$ cat config.mk
export PLATFORM = sky130hd
export DESIGN_NAME = motor_pwm_ramp_driver_unit
export DESIGN_NICKNAME = d
export VERILOG_FILES = /design/src/hdl/mprd_pkg.sv /design/src/hdl/mprd_in_stage.sv /design/src/hdl/mprd_core.sv /design/src/hdl/mprd_out_stage.sv /design/src/hdl/motor_pwm_ramp_driver_unit.sv
export SDC_FILE = /design/constraint.sdc
export NUM_CORES = 1
export LEC_CHECK = 0
export ABC_AREA = 0
export BUFFER_PORTS_ARGS = -buffer_cell sky130_fd_sc_hd__buf_2
export CORE_MARGIN = 2
export CORE_UTILIZATION = 57
export CTS_BUF_LIST = sky130_fd_sc_hd__clkbuf_16
export DETAILED_ROUTE_END_ITERATION = 10
export GPL_TIMING_DRIVEN = 0
export PLACE_DENSITY = 0.76
export SETUP_SLACK_MARGIN = 0.2
export SYNTH_ARGS = -nofsm -noshare
export SYNTH_HDL_FRONTEND = slang
export SYNTH_HIERARCHICAL = 1
export SYNTH_SLANG_ARGS = --single-unit
$ cat constraint.sdc
create_clock -name clk -period 10.3 [get_ports clk]
set_clock_uncertainty 0.05 [all_clocks]
set_input_delay 2.06 -clock clk [delete_from_list [all_inputs] [get_ports clk]]
set_output_delay 2.06 -clock clk [all_outputs]
set_load 0.01 [all_outputs]
$ cat src/hdl/mprd_pkg.sv
// ----------------------------------------------------------------------------
// mprd_pkg
// Shared types and constants for the motor PWM ramp driver.
// ----------------------------------------------------------------------------
package mprd_pkg;

	typedef enum logic [1:0] {
		CMD_FWD    = 2'd0,
		CMD_BWD    = 2'd1,
		CMD_STOP   = 2'd2,
		CMD_SIGNED = 2'd3
	} cmd_e_t;

	// configuration register indexes
	localparam int unsigned CFG_ADDR_BITS = 3;
	localparam logic [CFG_ADDR_BITS-1:0] CFG_OUT_MIN    = 3'd0;
	localparam logic [CFG_ADDR_BITS-1:0] CFG_OUT_MAX    = 3'd1;
	localparam logic [CFG_ADDR_BITS-1:0] CFG_RAMP_STEP  = 3'd2;
	localparam logic [CFG_ADDR_BITS-1:0] CFG_SAMPLE_MS  = 3'd3;
	localparam logic [CFG_ADDR_BITS-1:0] CFG_INVERT_DIR = 3'd4;
	localparam int unsigned CFG_DATA_BITS = 16;

	// saturation width for stop and signed drive duty
	localparam int unsigned DUTY_BITS = 8;

	localparam int unsigned IN_DATA_BITS  = 72;
	localparam int unsigned IN_USER_BITS  = 2;
	localparam int unsigned OUT_DATA_BITS = 24;

	typedef struct packed {
		logic [7:0]  out_min;
		logic [7:0]  out_max;
		logic [7:0]  ramp_step;
		logic [15:0] sample_ms;
		logic        invert_dir;
	} cfg_t;

	typedef struct packed {
		cmd_e_t             command;
		logic signed [8:0]  target;
		logic               ramp_enable;
		logic               use_trim;
		logic [7:0]         step_override;
		logic [31:0]        now_ms;
		logic signed [18:0] trim_prod;
	} item_t;

	typedef struct packed {
		logic [7:0]        duty;
		logic              direction;
		logic              direction_driven;
		logic signed [8:0] level;
	} result_t;

endpackage

$ cat src/hdl/mprd_in_stage.sv
// ----------------------------------------------------------------------------
// mprd_in_stage
// Input register: unpacks an item and forms the trim product.
// ----------------------------------------------------------------------------
module mprd_in_stage (
	input  logic                                 clk,
	input  logic                                 arst_n,
	input  logic                                 s_tvalid,
	output logic                                 s_tready,
	input  logic [mprd_pkg::IN_DATA_BITS-1:0]    s_tdata,
	input  logic [mprd_pkg::IN_USER_BITS-1:0]    s_tuser,
	input  logic                                 take,
	output logic                                 valid_s1,
	output mprd_pkg::item_t                      item_s1
);

	logic signed [7:0]  gain;
	logic signed [10:0] err;
	mprd_pkg::item_t    item_d;

	assign s_tready = !valid_s1 || take;

	always_comb begin
		gain                 = s_tdata[18:11];
		err                  = s_tdata[29:19];
		item_d.command       = mprd_pkg::cmd_e_t'(s_tuser);
		item_d.target        = s_tdata[8:0];
		item_d.ramp_enable   = s_tdata[9];
		item_d.use_trim      = s_tdata[10];
		item_d.step_override = s_tdata[37:30];
		item_d.now_ms        = s_tdata[69:38];
		item_d.trim_prod     = 19'(gain) * 19'(err);
	end

	always_ff @(posedge clk or negedge arst_n) begin
		if (!arst_n) begin
			valid_s1 <= 1'b0;
		end else if (s_tready) begin
			valid_s1 <= s_tvalid;
		end
	end

	always_ff @(posedge clk) begin
		if (s_tready && s_tvalid) begin
			item_s1 <= item_d;
		end
	end

endmodule

$ cat src/hdl/mprd_core.sv
// ----------------------------------------------------------------------------
// mprd_core
// Ramp state and per-item level, clamp and duty computation.
// ----------------------------------------------------------------------------
module mprd_core (
	input  logic                clk,
	input  logic                arst_n,
	input  mprd_pkg::cfg_t      cfg,
	input  logic                valid_s1,
	input  mprd_pkg::item_t     item_s1,
	input  logic                out_ready,
	output logic                take,
	output mprd_pkg::result_t   result
);

	localparam logic [31:0] DUTY_MAX = 32'((64'd1 << mprd_pkg::DUTY_BITS) - 64'd1);

	logic signed [9:0]  ulvl_q;
	logic signed [9:0]  slvl_q;
	logic [31:0]        last_q;

	logic               is_signed;
	logic               is_stop;
	logic [7:0]         step;
	logic signed [10:0] stp11;
	logic signed [10:0] cur11;
	logic signed [10:0] set11;
	logic signed [9:0]  cur;
	logic signed [9:0]  set;
	logic [31:0]        elapsed;
	logic               due;
	logic               want_ramp;
	logic signed [10:0] moved;
	logic signed [9:0]  ramped;
	logic signed [9:0]  new_lvl;
	logic signed [19:0] trim_sum;
	logic signed [19:0] lim_lo;
	logic signed [19:0] lim_hi;
	logic signed [19:0] clamp_in;
	logic signed [19:0] clamp_out;
	logic [9:0]         mag;
	logic [7:0]         duty;
	logic               dir;
	logic               driven;
	logic [31:0]        last_d;

	assign take = valid_s1 && out_ready;

	always_comb begin
		is_signed = item_s1.command == mprd_pkg::CMD_SIGNED;
		is_stop   = item_s1.command == mprd_pkg::CMD_STOP;
		step      = (item_s1.step_override != 8'd0) ? item_s1.step_override : cfg.ramp_step;
		stp11     = signed'({3'b000, step});
		cur       = is_signed ? slvl_q : ulvl_q;
		set       = is_stop ? 10'sd0 : 10'(item_s1.target);
		cur11     = 11'(cur);
		set11     = 11'(set);
		elapsed   = item_s1.now_ms - last_q;
		due       = elapsed >= {16'd0, cfg.sample_ms};
		want_ramp = item_s1.ramp_enable && (cur != set);
		last_d    = last_q;

		// one step toward the target, snapping when within a step
		if ((set11 - stp11 <= cur11) && (cur11 <= set11 + stp11)) begin
			moved = set11;
		end else if (cur11 < set11) begin
			moved = cur11 + stp11;
		end else begin
			moved = cur11 - stp11;
		end

		if (want_ramp) begin
			if (due) begin
				ramped = moved[9:0];
				last_d = item_s1.now_ms;
			end else begin
				ramped = cur;
			end
		end else begin
			ramped = set;
		end

		// forward/backward clamp; low limit tested first
		trim_sum = 20'(ramped) + 20'(item_s1.trim_prod);
		lim_lo   = signed'({12'd0, cfg.out_min});
		lim_hi   = signed'({12'd0, cfg.out_max});
		clamp_in = item_s1.use_trim ? trim_sum : 20'(ramped);
		if (clamp_in < lim_lo) begin
			clamp_out = lim_lo;
		end else if (clamp_in > lim_hi) begin
			clamp_out = lim_hi;
		end else begin
			clamp_out = clamp_in;
		end

		mag     = ramped[9] ? 10'(-ramped) : 10'(ramped);
		new_lvl = ramped;
		duty    = 8'd0;
		dir     = 1'b0;
		driven  = 1'b0;

		case (item_s1.command)
			mprd_pkg::CMD_FWD, mprd_pkg::CMD_BWD: begin
				if (!item_s1.use_trim) begin
					new_lvl = clamp_out[9:0];
				end
				duty   = clamp_out[7:0];
				dir    = (item_s1.command == mprd_pkg::CMD_FWD) ? cfg.invert_dir
					: !cfg.invert_dir;
				driven = 1'b1;
			end
			mprd_pkg::CMD_STOP: begin
				if (ramped[9]) begin
					duty = 8'd0;
				end else if ({22'd0, mag} > DUTY_MAX) begin
					duty = DUTY_MAX[7:0];
				end else begin
					duty = mag[7:0];
				end
			end
			mprd_pkg::CMD_SIGNED: begin
				duty   = ({22'd0, mag} > DUTY_MAX) ? DUTY_MAX[7:0] : mag[7:0];
				dir    = ramped[9] ? !cfg.invert_dir : cfg.invert_dir;
				driven = 1'b1;
			end
			default: begin
				duty = 8'd0;
			end
		endcase

		result.duty             = duty;
		result.direction        = dir;
		result.direction_driven = driven;
		result.level            = new_lvl[8:0];
	end

	always_ff @(posedge clk or negedge arst_n) begin
		if (!arst_n) begin
			ulvl_q <= '0;
			slvl_q <= '0;
			last_q <= '0;
		end else if (take) begin
			if (is_signed) begin
				slvl_q <= new_lvl;
			end else begin
				ulvl_q <= new_lvl;
			end
			last_q <= last_d;
		end
	end

	// state moves only when an item is consumed
	a_hold_idle: assert property (@(posedge clk) disable iff (!arst_n)
		!take |=> $stable(ulvl_q) && $stable(slvl_q) && $stable(last_q))
		else $error("ramp state changed with no item");

	// step time is only touched by a ramping item
	a_time_ramp_only: assert property (@(posedge clk) disable iff (!arst_n)
		take && !item_s1.ramp_enable |=> $stable(last_q))
		else $error("step time moved without ramping");

	// levels never leave the target range
	a_level_range: assert property (@(posedge clk) disable iff (!arst_n)
		ulvl_q >= -10'sd256 && ulvl_q <= 10'sd255 &&
		slvl_q >= -10'sd256 && slvl_q <= 10'sd255)
		else $error("ramp level out of range");

endmodule

$ cat src/hdl/mprd_out_stage.sv
// ----------------------------------------------------------------------------
// mprd_out_stage
// Result register and packing onto the master stream.
// ----------------------------------------------------------------------------
module mprd_out_stage (
	input  logic                                  clk,
	input  logic                                  arst_n,
	input  logic                                  in_valid,
	input  mprd_pkg::result_t                     result,
	output logic                                  out_ready,
	output logic                                  m_tvalid,
	input  logic                                  m_tready,
	output logic [mprd_pkg::OUT_DATA_BITS-1:0]    m_tdata
);

	mprd_pkg::result_t res_q;

	assign out_ready = !m_tvalid || m_tready;
	assign m_tdata   = {5'd0, res_q.level, res_q.direction_driven, res_q.direction,
		res_q.duty};

	always_ff @(posedge clk or negedge arst_n) begin
		if (!arst_n) begin
			m_tvalid <= 1'b0;
		end else if (out_ready) begin
			m_tvalid <= in_valid;
		end
	end

	always_ff @(posedge clk) begin
		if (out_ready && in_valid) begin
			res_q <= result;
		end
	end

endmodule

$ cat src/hdl/motor_pwm_ramp_driver_unit.sv
// ----------------------------------------------------------------------------
// motor_pwm_ramp_driver_unit
// Motor PWM drive with soft start and slew-rate limited ramping.
// ----------------------------------------------------------------------------
//  channel  | signals                        | carries
//  ---------+--------------------------------+--------------------------------
//  s_*      | s_tvalid s_tready s_tdata s_tuser | command item in
//  m_*      | m_tvalid m_tready m_tdata      | duty / direction / level out
//  cfg_*    | cfg_we cfg_addr cfg_wdata      | register writes, no read-back
//
//  One item per cycle sustained while m_tready is high; an item passes the
//  input register, then level/clamp logic into the result register.
//  The level and step-time feedback closes inside the core, through its registers.
//  A held result stalls the input register only when both are full.
//  arst_n clears levels, step time, valid flags and loads register defaults.
// ----------------------------------------------------------------------------
module motor_pwm_ramp_driver_unit (
	input  logic                                   clk,
	input  logic                                   arst_n,
	input  logic                                   s_tvalid,
	output logic                                   s_tready,
	// target[8:0] ramp_enable[9] use_trim[10] trim_gain[18:11]
	// trim_error[29:19] step_override[37:30] now_ms[69:38], zero pad
	input  logic [mprd_pkg::IN_DATA_BITS-1:0]      s_tdata,
	// command[1:0]
	input  logic [mprd_pkg::IN_USER_BITS-1:0]      s_tuser,
	output logic                                   m_tvalid,
	input  logic                                   m_tready,
	// duty[7:0] direction[8] direction_driven[9] level[18:10], zero pad
	output logic [mprd_pkg::OUT_DATA_BITS-1:0]     m_tdata,
	input  logic                                   cfg_we,
	input  logic [mprd_pkg::CFG_ADDR_BITS-1:0]     cfg_addr,
	input  logic [mprd_pkg::CFG_DATA_BITS-1:0]     cfg_wdata
);

	mprd_pkg::cfg_t    cfg_q;
	mprd_pkg::item_t   item_s1;
	mprd_pkg::result_t result;
	logic              valid_s1;
	logic              take;
	logic              out_ready;

	always_ff @(posedge clk or negedge arst_n) begin
		if (!arst_n) begin
			cfg_q.out_min    <= 8'd0;
			cfg_q.out_max    <= 8'd255;
			cfg_q.ramp_step  <= 8'd7;
			cfg_q.sample_ms  <= 16'd30;
			cfg_q.invert_dir <= 1'b1;
		end else if (cfg_we) begin
			case (cfg_addr)
				mprd_pkg::CFG_OUT_MIN:    cfg_q.out_min    <= cfg_wdata[7:0];
				mprd_pkg::CFG_OUT_MAX:    cfg_q.out_max    <= cfg_wdata[7:0];
				mprd_pkg::CFG_RAMP_STEP:  cfg_q.ramp_step  <= cfg_wdata[7:0];
				mprd_pkg::CFG_SAMPLE_MS:  cfg_q.sample_ms  <= cfg_wdata;
				mprd_pkg::CFG_INVERT_DIR: cfg_q.invert_dir <= cfg_wdata[0];
				default: begin
				end
			endcase
		end
	end

	mprd_in_stage u_in (
		.clk      (clk),
		.arst_n   (arst_n),
		.s_tvalid (s_tvalid),
		.s_tready (s_tready),
		.s_tdata  (s_tdata),
		.s_tuser  (s_tuser),
		.take     (take),
		.valid_s1 (valid_s1),
		.item_s1  (item_s1)
	);

	mprd_core u_core (
		.clk       (clk),
		.arst_n    (arst_n),
		.cfg       (cfg_q),
		.valid_s1  (valid_s1),
		.item_s1   (item_s1),
		.out_ready (out_ready),
		.take      (take),
		.result    (result)
	);

	mprd_out_stage u_out (
		.clk       (clk),
		.arst_n    (arst_n),
		.in_valid  (valid_s1),
		.result    (result),
		.out_ready (out_ready),
		.m_tvalid  (m_tvalid),
		.m_tready  (m_tready),
		.m_tdata   (m_tdata)
	);

endmodule

==> flow_metrics.tcl, run 1 <==
set metrics [dict create \
    status "finished clean" \
    overflow 0 \
    wl_per_cell_um 17.8 \
    setup_ws_ns 0.562 \
    cts_sinks 186 \
    fp-row-count 63 \
    cts_hold_buf 0 \
    cts.htree.levels 4 \
    synth_top_family_by_area "adder cells" \
    dp_slack_ns -1.45 \
    first_global_vias 13780 \
    syn_area_um2 17000 \
    grt_max_degree 54 \
    synthAdderAreaFrac_pct 21.8 \
    syn_inst 1798 \
    cp_max_fo 5 \
    vias_per_cell 5.93 \
    period_minus_slack_ns 9.74 \
    cap_violations 0 \
    n_antenna_cell 0 \
    syn2layout_area_growth_pct 12.3 \
    cts_tree "done" \
    pin_count 124 \
    holdWs_ns 0.433 \
    ff2ff_setup_slack_ns 0.56 \
    syn_area_per_cell_um2 9.47 \
    antenna_found_initial 0 \
    final-hold-violation-count 0 \
    synth_edf_count 91 \
    ys_seq_elements 186 \
    layout-drive-gt1-share_pct 18.1 \
    setup_tns_ns 0 \
    drv_slew 0 \
    port_buffers 116 \
    die_area_um2 31300 \
    cp.required_ns 10.46 \
    power_density_nw_per_um2 334 \
    cts.path.max_buffers 2 \
    ys_types 97 \
    synthTopCellsByArea "edfxtp_1, ha_1, dfrtp_1" \
    fin_crit_sh_pct 94.5 \
    crit_type "flop to flop" \
    routed_wl_um 42100 \
    grt_first_pass_wirelength_um 68600 \
    yosys-top-cells-count "inv_1, ha_1, nand2_1" \
    dr_total_vias 14005 \
    start_util_pct 57.6 \
    maxSlewHeadroom_pct 11.7 \
    dp_hpwl_um 32800 \
    hold_path.class "flop to flop" \
    final_core_util_pct 64.6 \
    yosys.area_share.simple_pct 14.5 \
    cts.reportedPaths.clkPinSlew_ns 0.08 \
    critPathLaunchType "flop" \
    ys_seq_area_share_pct 30.1 \
    synthArstFlopShare_pct 51.1 \
    yosysTopAreaCellShare_pct 16.1 \
    crit_path_end_kind "flop" \
    p_leak_nw 8.73 \
    track_usage_pct 27.6 \
    slowest_stage "or4b_2" \
    coreArea_um2 29600 \
    fp.dieW_um 177 \
    yosys_warnings 6 \
    vdd_drop_max_uv 216 \
    drtAntennaViolNets 0 \
    die_h_um 177 \
    worst-slew-pin-transition_ns 1.31 \
    path_common_cell "ha_1" \
    synth_ff_type "edfxtp_1" \
    muxShareOfSynthArea_pct 5.73 \
    synth_xor_area_share_pct 3.81 \
    synth.most_common_cell "inv_1" \
    synth-compound-area-share_pct 17.0 \
    critPathArrivalTime_ns 9.90 \
    cts-root-buf "clkbuf_16" \
    max_freq_mhz 103 \
    total_power_w 0.00637 \
    drc 0 \
    rsz0062_at_grt "false" \
    slowest_delay_ns 0.63 \
    gp_congestion 0.943 \
    drtIter0Drc 1011 \
    first_pass_iters 6 \
    finalNetCount 2308 \
    cts_buffers 17 \
    yosys.area.top_type "edfxtp_1" \
    clkLatencyLatePin_ns 0.46 \
    setup_violations 0 \
]
[per-stage QoR]
| step | instances | cell area [um2] |
|---|---|---|
| after detailed placement | 2311 | 18200 |
| after floorplan | 1802 | 17000 |
| after CTS | 2350 | 18900 |
| final | 2362 | 19100 |
| after global placement | 2308 | 18100 |
| after global routing | 2362 | 19100 |
[path summary, 6_finish.rpt]
check | cells past startpoint | start | to
setup / recovery | 45 | u_in/item_s1[56] | u_out/m_tdata[16]
hold / removal | 2 | u_core/slvl_q[1] | u_core/slvl_q[1]
setup reg to reg | 45 | u_in/item_s1[56] | u_out/m_tdata[16]
hold reg to reg | 2 | u_core/slvl_q[1] | u_core/slvl_q[1]
max in group asynchronous | 2 | arst_n | cfg_q[18]
min in group asynchronous | 1 | arst_n | cfg_q[1]
[placed cells by master, fill, tap and decap left out, types with 11 or more instances in the layout]
cell	instances
inv_1	214
ha_1	174
nand2_1	154
buf_2	124
o21ai_0	102
a21oi_1	91
edfxtp_1	91
nor2_1	84
dfrtp_1	79
fa_1	77
mux2_2	59
and2_1	56
xnor2_1	51
a21o_1	48
clkbuf_1	41
buf_4	36
nand4_1	27
xor2_1	23
nand3_1	22
o21a_1	21
mux2i_1	19
nor2b_1	18
clkbuf_16	17
dfstp_2	16
nand2b_1	16
nor3_1	15
or3_1	15
and3_1	14
a211oi_1	14
o221ai_1	12
o21bai_1	11
[critical path, delay by kind of cell (launching register included)]
kind | cells | cell delay (ns)
AO/OA/AOI/OAI | 20 | 3.36
XOR/XNOR | 2 | 0.28
adder cells (fa/ha/maj) | 5 | 1.21
buffers and inverters | 3 | 0.34
flip-flops | 1 | 0.41
multiplexers | 2 | 0.71
AND/OR/NAND/NOR | 13 | 3.09
[power by group]
group          total (W)  switching [W]  internal (W)
clock network   0.000660       0.000318      0.000342
registers        0.00115      0.0000945       0.00106
logic            0.00456        0.00264       0.00193
[registers in the layout, summed over array words and instances (netlist names)]
signal / count
u_in/item_s1: 72
cfg_q: 41
u_core/last_q: 32
u_out/m_tdata: 19
u_core/slvl_q: 10
u_core/ulvl_q: 10
u_in/valid_s1: 1
u_out/m_tvalid: 1
[per-layer routing]
layer / GRT usage, % / part of all wire, % / vias up
li1: - / - / 6635
met1: 37.2 / 44 / 6713
met2: 44.4 / 46 / 571
met3: 5.13 / 6.9 / 86
met4: 10.2 / 3.0 / 0
met5: 0 / 0 / -
[final cells by class]
cell class / instances / area, um2
multi-input combinational: 1324 / 10900
fill: 2383 / 10500
sequential: 186 / 5130
inverter: 218 / 821
timing repair buffer: 138 / 782
tap: 390 / 488
clock buffer: 17 / 425
buffer: 74 / 372
clock inverter: 15 / 155
[timing repair]
| item | 4_1_cts | 5_1_grt |
|---|---|---|
| gates resized for setup | 16 | 48 |
| pin swaps | 5 | 9 |
| cloned | 0 | 0 |
| setup buffers | 7 | 11 |
| endpoints found under the setup margin | 27 | 27 |
[cells by family (layout without fill, tap and decap cells)]
kind of cell,count (synthesis),count (layout)
xor gates and xnor gates,74,74
adders and majority gates,251,251
and+or+nand+nor,477,477
buffers and inverters,292,462
AOI/OAI and AO/OA,429,429
DFF,186,186
muxes,88,88
other,1,5
Note: power is estimated with default switching activity, not from simulation.
==> run 2, diff against run 1 <==
--- a/config.mk
+++ b/config.mk
@@ -5,7 +5,7 @@
 export SDC_FILE = /design/constraint.sdc
 export NUM_CORES = 1
 export LEC_CHECK = 0
-export ABC_AREA = 0
+export ABC_AREA = 1
 export BUFFER_PORTS_ARGS = -buffer_cell sky130_fd_sc_hd__buf_2
 export CORE_MARGIN = 2
 export CORE_UTILIZATION = 57
==> run 2 against run 1 <==
Effect of this change: cell count increased by 30%; via count rose by 15%; critical endpoint is now u_out/m_tdata[12]; largest power group unchanged; register-to-register slack better by 0.68 ns; highest routed layer unchanged; global-route usage grew 0.78 points.
==> flow_metrics.tcl, run 2 <==
set metrics [dict create \
    status "finished clean" \
    p_comb_share_pct 70.7 \
    path_common_cell "nand2_1" \
    power_density_nw_per_um2 305 \
    intPower_w 0.00293 \
    clockPowerShare_pct 11.0 \
    cp_max_fo 10 \
    first_pass_iters 6 \
    yosysTopAreaCellShare_pct 16.1 \
    layout_common_cells "nand2_1, inv_1, ha_1" \
    first_global_vias 15698 \
    swShare_pct 51.7 \
    critPathArrivalTime_ns 9.23 \
    crit_path_end_kind "flop" \
    yosys-top-cells-count "nand2_1, inv_1, ha_1" \
    yosys.area.top_type "nand2_1" \
    grt_first_pass_wirelength_um 75800 \
    n_antenna_cell 0 \
    synth_ff_type "edfxtp_1" \
    regMostFlops "u_in/item_s1" \
    fill_cells 2854 \
    syn_area_um2 18200 \
    cts_sinks 186 \
    cts.reportedPaths.clkPinSlew_ns 0.07 \
    fp-row-count 65 \
    drc 0 \
    cts_resized 0 \
    cts_hold_buf 0 \
    port_buffers 105 \
    mostFrequentLayoutCell "nand2_1" \
    die_area_um2 33500 \
    max_freq_mhz 110 \
    setup_tns_ns 0 \
    syn_inst 2528 \
    finalNetCount 3008 \
    syn_area_per_cell_um2 7.22 \
    drtIter0Drc 1173 \
    setup_violations 0 \
    cts_buffers 17 \
    dp_hpwl_um 37000 \
    antenna_found_initial 0 \
    ys_seq_elements 186 \
    yosys_warnings 6 \
    crit_type "flop to flop" \
    die_h_um 183 \
    synth.most_common_cell "nand2_1" \
    fp.dieW_um 183 \
    synthTopCellsByArea "nand2_1, edfxtp_1, ha_1" \
    cts-root-buf "clkbuf_16" \
    drtAntennaViolNets 0 \
    cts.htree.levels 4 \
    reg.largest.list "u_in/item_s1 x72, cfg_q x41, u_core/last_q x32" \
    final-hold-violation-count 0 \
    maxSlewHeadroom_pct 18.6 \
    synthArstFlopShare_pct 51.1 \
    coreArea_um2 31600 \
    critPathLaunchType "flop" \
    final_core_util_pct 63.3 \
    cts_setup_buffers 0 \
    fin_crit_sh_pct 87.9 \
    switchingPower_w 0.00315 \
    overflow 0 \
    clkLatencyLatePin_ns 0.47 \
    p_leak_nw 11.2 \
    dr_total_vias 16119 \
    synth_edf_count 91 \
    drv_slew 0 \
    worst-slew-pin-transition_ns 1.21 \
    p_seq_share_pct 18.3 \
    vdd_drop_max_uv 191 \
    dp_slack_ns 1.51 \
    cp.required_ns 10.47 \
    dp_cells 3042 \
    hold_path.class "flop to flop" \
    start_util_pct 57.8 \
    cap_violations 0 \
    syn2layout_area_growth_pct 9.45 \
    slowest_delay_ns 0.70 \
    final_cells 3074 \
    slowest_stage "o21ai_0" \
    ys_seq_area_share_pct 28.1 \
    track_usage_pct 28.4 \
    cts_tree "done" \
    pin_count 124 \
    layout-drive-gt1-share_pct 11.1 \
    routed_wl_um 45400 \
    largest_register_ffs 72 \
    ys_types 62 \
    cts.path.max_buffers 2 \
    gp_congestion 0.964 \
    rsz0062_at_grt "false" \
    wl_per_cell_um 14.8 \
    period_minus_slack_ns 9.06 \
    vias_per_cell 5.24 \
    grt_max_degree 55 \
    setup_ws_ns 1.24 \
]
==> run 2: cell type report <==
type                    instances  area [um2]  share of cell area, %
plain buffers                  57         314                   1.57
clock buffers                  18         450                   2.26
clock inverters                14         145                  0.727
inverters                     520        1950                   9.77
well taps                     402         503                   2.52
repair buffers                108         596                   2.98
flip-flops and latches        186        5130                   25.7
multi-input cells            1769       10900                   54.5
==> run 2: worst max-delay path, delay by kind of cell (launching register included) <==
kind	cells	cell delay (ns)
AND/OR/NAND/NOR	23	3.27
AO/OA/AOI/OAI	9	2.09
adder cells (fa/ha/maj)	4	1.37
buffers and inverters	7	1.09
XOR/XNOR	3	0.52
flip-flops	1	0.43
==> run 2: power groups by stage <==
stage,logic [W],registers (W),clock network (W)
finish,0.00430,0.00111,0.000669
global route,0.00489,0.00113,0.000712
CTS,0.00425,0.00111,0.000683
detailed placement,0.00422,0.00112,0
global placement,0.00411,0.00113,0
floorplan,0.00322,0.00112,0
==> run 2: path summary, 6_finish.rpt <==
check	to	cells past startpoint	slack, ns	startpoint
min in group asynchronous	cfg_q[24]	1	1.54	arst_n
worst max register to register	u_out/m_tdata[12]	46	1.24	u_in/item_s1[71]
worst max-delay path	u_out/m_tdata[12]	46	1.24	u_in/item_s1[71]
max in group asynchronous	cfg_q[32]	2	7.93	arst_n
worst min register to register	cfg_q[27]	2	0.41	cfg_q[27]
worst min-delay path	cfg_q[27]	2	0.41	cfg_q[27]
==> run 2: kinds of logic (layout without fill, tap and decap cells) <==
logic type               after synthesis  after routing  share of synthesized area (%)
buffers and inverters                577            717                           12.4
multiplexers                           1              1                         0.0617
AO/OA/AOI/OAI                        244            244                           7.76
XOR/XNOR                              64             64                           3.07
other                                  1              5                         0.0206
AND/OR/NAND/NOR                     1204           1204                           28.2
adder cells (fa/ha/maj)              251            251                           20.4
flip-flops                           186            186                           28.1
==> run 2: per-layer routing <==
layer	vias up	global-route usage, %	routed length, um	part of all wire (%)
met2	487	48.5	21500	47
met1	7424	36.9	20200	45
met4	0	10.2	1370	3.0
li1	8119	-	-	-
met3	89	4.03	2320	5.1
met5	-	0	0	0
==> run 2: through the flow <==
step	hold WS [ns]	cell area, um2	total power [W]
3_3_place_gp	0.403	19300	0.00524
4_1_cts	0.416	20000	0.00604
2_1_floorplan	0.391	18300	0.00435
5_1_grt	0.430	20000	0.00673
3_5_place_dp	0.405	19400	0.00534
6_report	0.415	20000	0.00608
==> run 3, diff against run 2 <==
--- a/config.mk
+++ b/config.mk
@@ -7,6 +7,7 @@
 export LEC_CHECK = 0
 export ABC_AREA = 1
 export BUFFER_PORTS_ARGS = -buffer_cell sky130_fd_sc_hd__buf_2
+export CORE_ASPECT_RATIO = 1.2
 export CORE_MARGIN = 2
 export CORE_UTILIZATION = 57
 export CTS_BUF_LIST = sky130_fd_sc_hd__clkbuf_16
==> run 3 against run 2 <==
Effect of this change: the run now ends with DRC left; sequential power hardly changed; die area hardly changed; register-to-register slack worse by 0.14 ns; clock power is 5.4% lower; worst hold slack better by 0.0038 ns; design area is 0.10% lower; critical path depth stayed put; total power is 1.2% lower; first-iteration DRC count is 14% lower; global-route usage hardly changed; critical path type unchanged; largest cell class unchanged.
==> flow_metrics.tcl, run 3 (synthesized netlist as in run 2, its figures left out) <==
set metrics [dict create \
    status "finished with violations" \
    violations "DRC" \
    cts_tree "done" \
    grt_max_degree 71 \
    largest_register_ffs 72 \
    setup_ws_ns 1.10 \
    coreArea_um2 31400 \
    cts_hold_buf 0 \
    final_core_util_pct 63.4 \
    pin_count 124 \
    gp_congestion 0.952 \
    slowest_stage "o21ai_0" \
    worst-slew-pin-transition_ns 1.28 \
    final_cells 3075 \
    syn2layout_area_growth_pct 9.34 \
    setup_violations 0 \
    drtAntennaViolNets 0 \
    intPower_w 0.00291 \
    swShare_pct 51.6 \
    dr_total_vias 16171 \
    cts.htree.levels 4 \
    fp-row-count 71 \
    cts.path.max_buffers 2 \
    p_leak_nw 11.2 \
    slowest_delay_ns 0.74 \
    fp.dieW_um 167 \
    start_util_pct 58.0 \
    routed_wl_um 45500 \
    max_freq_mhz 109 \
    antenna_found_initial 1 \
    crit_type "flop to flop" \
    reg.largest.list "u_in/item_s1 x72, cfg_q x41, u_core/last_q x32" \
    timing.critical_path.buf_inv 8 \
    clkLatencyLatePin_ns 0.45 \
    first_global_vias 16108 \
    setup_tns_ns 0 \
    critPathLaunchType "flop" \
    die_area_um2 33500 \
    switchingPower_w 0.00310 \
    die_h_um 200 \
    cp_top_family "simple AND/OR/NAND/NOR gates" \
    regMostFlops "u_in/item_s1" \
    layout_common_cells "nand2_1, inv_1, ha_1" \
    first_pass_iters 8 \
    rsz0062_at_grt "false" \
    crit_path_end_kind "flop" \
    grt_first_pass_wirelength_um 76100 \
    maxSlewHeadroom_pct 13.9 \
    hold_path.class "flop to flop" \
    p_seq_share_pct 18.5 \
    period_minus_slack_ns 9.20 \
    drv_slew 0 \
    cp_max_fo 10 \
    dp_slack_ns 1.30 \
    dp_hpwl_um 37600 \
    final-hold-violation-count 0 \
    dp_cells 3042 \
    finalNetCount 3009 \
    critPathArrivalTime_ns 9.35 \
    mostFrequentLayoutCell "nand2_1" \
    track_usage_pct 28.4 \
    cp.required_ns 10.45 \
    cts-root-buf "clkbuf_16" \
    p_comb_share_pct 70.9 \
    cts_sinks 186 \
    fin_crit_sh_pct 89.3 \
    cap_violations 0 \
    power_density_nw_per_um2 301 \
    layout-drive-gt1-share_pct 11.1 \
    cts.reportedPaths.clkPinSlew_ns 0.07 \
    drtIter0Drc 1013 \
    path_common_cell "nand2_1" \
    overflow 0 \
    clockPowerShare_pct 10.5 \
    wl_per_cell_um 14.8 \
    cts_setup_buffers 0 \
    cts_buffers 17 \
    drc 4 \
    vias_per_cell 5.26 \
    cts_resized 0 \
    port_buffers 105 \
    vdd_drop_max_uv 133 \
]
run 3: worst min-delay path, delay by kind of cell, from the launching register on:
kind | cells | cell delay [ns]
flops | 1 | 0.37
simple gates | 2 | 0.10
run 3: power groups by stage:
stage | Clock (W) | Combinational [W] | Sequential [W]
after CTS | 0.000645 | 0.00423 | 0.00111
after detailed placement | 0 | 0.00420 | 0.00112
after floorplan | 0 | 0.00322 | 0.00112
final | 0.000633 | 0.00426 | 0.00111
after global routing | 0.000674 | 0.00485 | 0.00113
after global placement | 0 | 0.00406 | 0.00112
run 3: routing by layer:
metal / GRT usage (%) / vias up / part of all wire, %
met5: 0 / - / 0
met4: 14.3 / 0 / 4.9
met3: 3.13 / 137 / 4.1
met2: 52.2 / 451 / 50
met1: 33.0 / 7455 / 41
li1: - / 8128 / -
run 3: area by class of cell:
class	instances	area, um2
tap	401	502
fill	2878	11500
buffer	57	314
sequential	186	5130
multi-input combinational	1769	10900
clock buffer	17	425
inverter	520	1950
timing repair buffer	109	611
antenna	1	2.50
clock inverter	15	134
run 3: worst paths after layout:
path | from | endpoint | slack, ns | depth (start not counted)
max | u_in/item_s1[71] | u_out/m_tdata[17] | 1.10 | 46
min | cfg_q[26] | cfg_q[26] | 0.42 | 2
max reg2reg | u_in/item_s1[71] | u_out/m_tdata[17] | 1.10 | 46
min reg2reg | cfg_q[26] | cfg_q[26] | 0.42 | 2
max in group asynchronous | arst_n | u_core/last_q[30] | 8.01 | 2
min in group asynchronous | arst_n | u_out/m_tvalid | 1.50 | 1
run 3: per-stage QoR:
stage / power, W / hold slack [ns] / area [um2]
floorplan: 0.00435 / 0.391 / 18300
global placement: 0.00519 / 0.404 / 19300
detailed placement: 0.00533 / 0.409 / 19400
CTS: 0.00599 / 0.420 / 19900
global route: 0.00666 / 0.440 / 20000
finish: 0.00601 / 0.419 / 20000
